`src/hw/rtl/csr_ewt_pkg.sv`:
```
package csr_ewt_pkg;

	// graph sizes
	localparam int NODE_COUNT  = 1024;
	localparam int ARC_COUNT   = 4096;
	localparam int WEIGHT_BITS = 32;

	// derived widths
	localparam int NODE_W = (NODE_COUNT > 1) ? $clog2(NODE_COUNT) : 1;
	localparam int OIDX_W = $clog2(NODE_COUNT + 1);
	localparam int ARC_W  = (ARC_COUNT > 1) ? $clog2(ARC_COUNT) : 1;
	localparam int OFF_W  = $clog2(ARC_COUNT + 1);

	// opcodes
	localparam logic [2:0] OP_WR_OFFSET = 3'd0;
	localparam logic [2:0] OP_WR_TARGET = 3'd1;
	localparam logic [2:0] OP_WR_WEIGHT = 3'd2;
	localparam logic [2:0] OP_LOOKUP    = 3'd3;
	localparam logic [2:0] OP_UPDATE    = 3'd4;

	// weight selectors
	localparam logic [1:0] SEL_PLAIN = 2'd0;
	localparam logic [1:0] SEL_UP    = 2'd1;
	localparam logic [1:0] SEL_DOWN  = 2'd2;

	// result status codes
	localparam logic [1:0] ST_DONE = 2'd0;
	localparam logic [1:0] ST_NONE = 2'd1;
	localparam logic [1:0] ST_BAD  = 2'd2;

	// request beat
	typedef struct packed {
		logic [2:0]  opcode;
		logic [11:0] slot;
		logic [9:0]  from_node;
		logic [9:0]  to_node;
		logic [1:0]  weight_select;
		logic [31:0] data_value;
	} item_t;

	// response beat
	typedef struct packed {
		logic [31:0] weight_out;
		logic [1:0]  status;
	} result_t;

	// controller to datapath
	typedef struct packed {
		logic capture;
		logic exec;
		logic setup;
		logic scan;
		logic load;
	} ctl_cmd_t;

	// datapath to controller
	typedef struct packed {
		logic search;
		logic hit;
		logic miss;
		logic out_free;
	} ctl_sts_t;

endpackage

```
`src/hw/rtl/csr_ewt_ctrl.sv`:
```
module csr_ewt_ctrl (
	input  logic                  clk,
	input  logic                  arst_n,
	input  logic                  cmd_valid,
	output logic                  cmd_stall,
	output csr_ewt_pkg::ctl_cmd_t ctl,
	input  csr_ewt_pkg::ctl_sts_t sts
);
	import csr_ewt_pkg::*;

	typedef enum logic [4:0] {
		S_IDLE  = 5'b00001,
		S_EXEC  = 5'b00010,
		S_RANGE = 5'b00100,
		S_SCAN  = 5'b01000,
		S_DONE  = 5'b10000
	} state_t;

	state_t state_q;
	state_t state_d;

	// next state and datapath commands
	always_comb begin
		state_d = state_q;
		ctl     = '0;
		unique case (state_q)
			S_IDLE: begin
				if (cmd_valid) begin
					ctl.capture = 1'b1;
					state_d     = S_EXEC;
				end
			end
			S_EXEC: begin
				ctl.exec = 1'b1;
				state_d  = sts.search ? S_RANGE : S_DONE;
			end
			S_RANGE: begin
				ctl.setup = 1'b1;
				state_d   = S_SCAN;
			end
			S_SCAN: begin
				ctl.scan = 1'b1;
				if (sts.hit || sts.miss) begin
					state_d = S_DONE;
				end
			end
			S_DONE: begin
				if (sts.out_free) begin
					ctl.load = 1'b1;
					state_d  = S_IDLE;
				end
			end
			default: begin
				state_d = S_IDLE;
			end
		endcase
	end

	// state register
	always_ff @(posedge clk or negedge arst_n) begin
		if (!arst_n) begin
			state_q <= S_IDLE;
		end else begin
			state_q <= state_d;
		end
	end

	// one request in flight at a time
	assign cmd_stall = (state_q != S_IDLE);

endmodule

```
`config.mk`:
```
export PLATFORM = sky130hd
export DESIGN_NAME = csr_ewt_ctrl
export DESIGN_NICKNAME = d
export VERILOG_FILES = /design/src/hw/rtl/csr_ewt_pkg.sv /design/src/hw/rtl/csr_ewt_ctrl.sv
export SDC_FILE = /design/constraint.sdc
export NUM_CORES = 1
export LEC_CHECK = 0
export BUFFER_PORTS_ARGS = -buffer_cell sky130_fd_sc_hd__buf_2
export CAP_MARGIN = 25
export CORE_AREA = 2 2 39 41
export DETAILED_ROUTE_END_ITERATION = 16
export DIE_AREA = 0 0 41 43
export GPL_TIMING_DRIVEN = 1
export SYNTH_ARGS = -nofsm -noshare
export SYNTH_HDL_FRONTEND = slang
export SYNTH_SLANG_ARGS = --single-unit
```
`constraint.sdc`:
```
create_clock -name clk -period 2.5 [get_ports clk]
set_input_delay 0 -clock clk [delete_from_list [all_inputs] [get_ports clk]]
set_output_delay 0 -clock clk [all_outputs]
set_load 0.03 [all_outputs]
```
# ---- Word-level counts from Yosys, hierarchy flattened
# Cells that the tools add are included.
dict set report classes {
  n_addsub 0
  multipliers 0
  n_div 0
  n_lt_le_gt_ge 0
  eq_ne 9
  shift 0
  n_mux 12
  n_bitwise 0
  reduce_logical 2
}
# cell count
set op_table {}
lappend op_table {{$pmux W5 S5} 1}
lappend op_table {{$mux W5} 4}
lappend op_table {{$mux W1} 7}
lappend op_table {{$ne A2 B2 Y1 const B} 3}
lappend op_table {{$eq A5 B1 Y1 const B} 1}
lappend op_table {{$eq A5 B2 Y1 const B} 1}
lappend op_table {{$eq A5 B3 Y1 const B} 1}
lappend op_table {{$eq A5 B4 Y1 const B} 1}
lappend op_table {{$eq A5 B5 Y1 const B} 1}
lappend op_table {{$ne A5 B1 Y1 const B} 1}
lappend op_table {{$reduce_and A3 Y1} 1}
lappend op_table {{$logic_or A1 B1 Y1} 1}
dict set report word_totals {
  reg_bits 5
  latch_bits 0
  mem_bits_rw 0
  rom_bits 0
  input_bits 7
  out_inout_bits 6
  elab_cells 24
  mem_count 0
}

# ---- Logic depth before layout (Yosys ltp)
dict set report logic_depth {
  depth_word 3
  depth_mapped 5
  mapped_depth_nobuf 4
}

# ---- Worst setup path after synthesis
# OpenSTA, ideal clock, no wires.
dict set report synth_path {
  path_type {reg-to-output}
  start {reg state_q[0]}
  end {out ctl[1] in the netlist's numbering}
  t_arrival_ns 1.642
  required_time_ns 2.500
  path_slack_ns 0.858
  stages_incl_launch_ff 4
  n_path_buf 1
  cell_sequence {dfstp_2 > buf_2 > or3_1 > nor3b_1}
}
# item line_no
set synth_lines {}
lappend synth_lines {{start: declaration} csr_ewt_ctrl.sv:19} ;# state_t state_q;
lappend synth_lines {{start signal: assignment} csr_ewt_ctrl.sv:64} ;# state_q <= state_d;
lappend synth_lines {{end: declaration} csr_ewt_ctrl.sv:6} ;# output csr_ewt_pkg::ctl_cmd_t ctl,

==> results.py <==
metrics = {
    "final_layout": {
        "regArea_um2": 126.4,
        "reg_top3": "state_q x5",
        "syn_to_final_growth_pct": 32.71,
        "largest_register_ffs": 5,
        "design_area_um2": 446.7,
        "multi_input_area_um2": 186.4,
        "nNetsFinal": 61,
        "top_register": "state_q",
        "fill_cells": 162,
        "drive_above_1_share_pct": 35.85,
        "n_antenna_cell": 0,
        "finish.utilization_pct": 32.28,
    },
    "timing": {
        "fin_crit_ns": 1.558,
        "fin_ws_ns": 0.9416,
        "setup_viol": 0,
        "final_max_slew_viol_count": 0,
        "clock.fmax_ghz": 0.6417,
        "max_slew_margin_pct": 81.17,
        "fin_setup_tns_ns": 0,
        "worstMarginPinSlew_ns": 0.2799,
        "final.period_utilization_pct": 62.34,
        "fin_skew_ns": 0.002120,
        "hold_viol_final": 0,
        "grt_setup_unrepaired": "no",
    },
    "clock_network": {
        "cts.sinks": 5,
        "cts_resized": 0,
        "clk-insertion-delay-late_ns": 0.24,
        "h-tree-depth": 1,
        "cts_tree": "yes",
        "cts_root_buffer": "clkbuf_4",
        "cts.clk_slew.worst_paths_ns": 0.04,
        "clockBufferDepth": 2,
        "cts_buffers": 3,
    },
    "global_routing": {
        "grt_pass1_vias": 340,
        "gr-total-overflow": 0,
        "grt_max_degree": 10,
        "grt_pass1_wl_um": 1352,
        "track_usage_pct": 11.49,
        "antenna_found_initial": 0,
    },
    "logic_synthesis": {
        "synth.distinct_cells": 24,
        "ys_seq_area_share_pct": 37.55,
        "syn-cell-area_um2": 336.6,
        "yosysWarnings": 0,
        "postSynthCellCount": 37,
        "ys_seq_elements": 5,
        "synth_nets": 44,
        "synth_area_per_cell_um2": 9.097,
    },
    "floorplan": {
        "core-area_um2": 1384,
        "fp.dieW_um": 41,
        "die_y_um": 43,
        "ios": 13,
        "die-area_um2": 1763,
        "initial_core_util_pct": 24.32,
        "num_rows": 14,
    },
    "worst_setup_path": {
        "startpoint": "state_q[1]",
        "end_kind": "output pin",
        "regToRegSetupSlack_ns": 1.22,
        "crit_fanout": 8,
        "start_kind": "register",
        "path_class": "register to output pin",
        "required_ns": 2.50,
        "crit_arrival_ns": 1.56,
        "r2r_start": "state_q[2]",
    },
    "placed_design": {
        "hpwl_um": 598,
        "post-place-ws_ns": 1.195,
        "io_buffers": 12,
        "place_congestion": 0.7118,
        "dpl-instance-area_um2": 400.4,
    },
    "drt": {
        "ant_nets": 0,
        "vias": 325,
        "via_per_inst": 4.710,
        "first_pass_iters": 2,
        "drc": 0,
        "wirelength_um": 801,
        "first_iter_violations": 6,
        "wl_per_cell_um": 11.61,
    },
    "min_path": {
        "hp-class": "input pin to register",
        "hp-start": "sts[3]",
    },
    "job": {
        "max_cap_viol_count": 0,
    },
    "power_and_ir_drop": {
        "cellPowerDensity_nw_per_um2": 940.4,
        "power_leakage_nw": 0.2190,
        "max-vdd-ir-drop_mv": 0.2903,
    },
    "status": {
        "outcome": "complete, no violations",
    },
}
==> worst paths after layout <==
kind	to	cells past startpoint
worst max-delay path	ctl[1]	3
worst min-delay path	state_q[2]	2
worst max register to register	state_q[3]	2
worst min register to register	state_q[4]	1
max in group asynchronous	state_q[0]	2
min in group asynchronous	state_q[2]	2
==> Yosys cell counts (all sizes together) <==
cell / count / share of area (%)
nor3b: 1 / 2.2
and2: 1 / 1.9
nor2b: 1 / 1.9
and4b: 2 / 5.9
buf: 2 / 4.8
nor4: 1 / 1.9
a32oi: 1 / 2.6
o21ai: 3 / 4.5
dfstp: 1 / 7.8
nor2: 7 / 7.8
and3: 1 / 1.9
or3: 1 / 1.9
o22ai: 1 / 1.9
nand2b: 1 / 1.9
dfrtp: 4 / 30
a211oi: 1 / 2.2
a21oi: 1 / 2.6
inv: 2 / 2.2
nor3: 1 / 3.0
or2b: 1 / 2.2
mux2i: 1 / 3.0
or4b: 1 / 4.1
nand3b: 1 / 2.2
==> per-layer routing <==
layer	track usage, %	up-vias	wire length (um)	part of all wire [%]
met5	0	-	0	0
met4	8.000	0	0	0
met3	3.665	0	45	5.6
met2	17.50	9	401	50
met1	12.70	152	354	44
li1	-	164	-	-
==> cell usage in the layout (no fill, tap or decap), types with 2 or more instances in the layout <==
| cell type | synthesis | final |
|---|---|---|
| dfrtp_1 | 4 | 4 |
| inv_1 | 2 | 2 |
| and4b_1 | 2 | 2 |
| o21ai_0 | 3 | 3 |
| clkbuf_4 | 0 | 3 |
| buf_2 | 1 | 12 |
| dlygate4sd3_1 | 0 | 2 |
| nor2_1 | 7 | 7 |
==> area by class of cell <==
class                           count  area share, %
Multi-Input combinational cell     28          41.74
Inverter                            2          1.681
Clock buffer                        4          5.882
Sequential cell                     5          28.29
Timing Repair Buffer               14          17.93
Tap cell                           16          4.482
==> metrics by stage <==
step           total power [mW]  instances  hold slack, ns
2_1_floorplan            0.2863         37         -0.2956
3_3_place_gp             0.3266         63         -0.1845
3_5_place_dp             0.3291         63         -0.1788
4_1_cts                  0.4271         69         0.03318
5_1_grt                  0.4644         69         0.02649
6_report                 0.4201         69         0.04205
==> worst max-delay path: stages (launching register included) <==
cell and delay [ns]:
dfrtp_1 0.44, or3_1 0.44, nor3b_1 0.21, buf_2 0.23
==> cell families (layout without fill, tap and decap cells) <==
logic type             Yosys count  count (layout)  synth area share [%]
AOI/OAI and AO/OA                7               7                 13.76
buffers and inverters            4              20                 7.062
DFF                              5               5                 37.55
muxes                            1               1                 2.974
and+or+nand+nor                 20              20                 38.67
==> power breakdown <==
part / switching [mW] / internal (mW) / leakage, nW / total [mW]
clock network: 0.0313 / 0.0602 / 0.0150 / 0.0915
logic: 0.109 / 0.0731 / 0.139 / 0.182
registers: 0.0394 / 0.107 / 0.0651 / 0.146
==> timing repair <==
item / in CTS / in global routing
setup buffers: 0 / 0
hold buffers: 2 / 0
endpoints found under the hold margin: 6 / 0
Note: power is estimated with default switching activity, not from simulation.
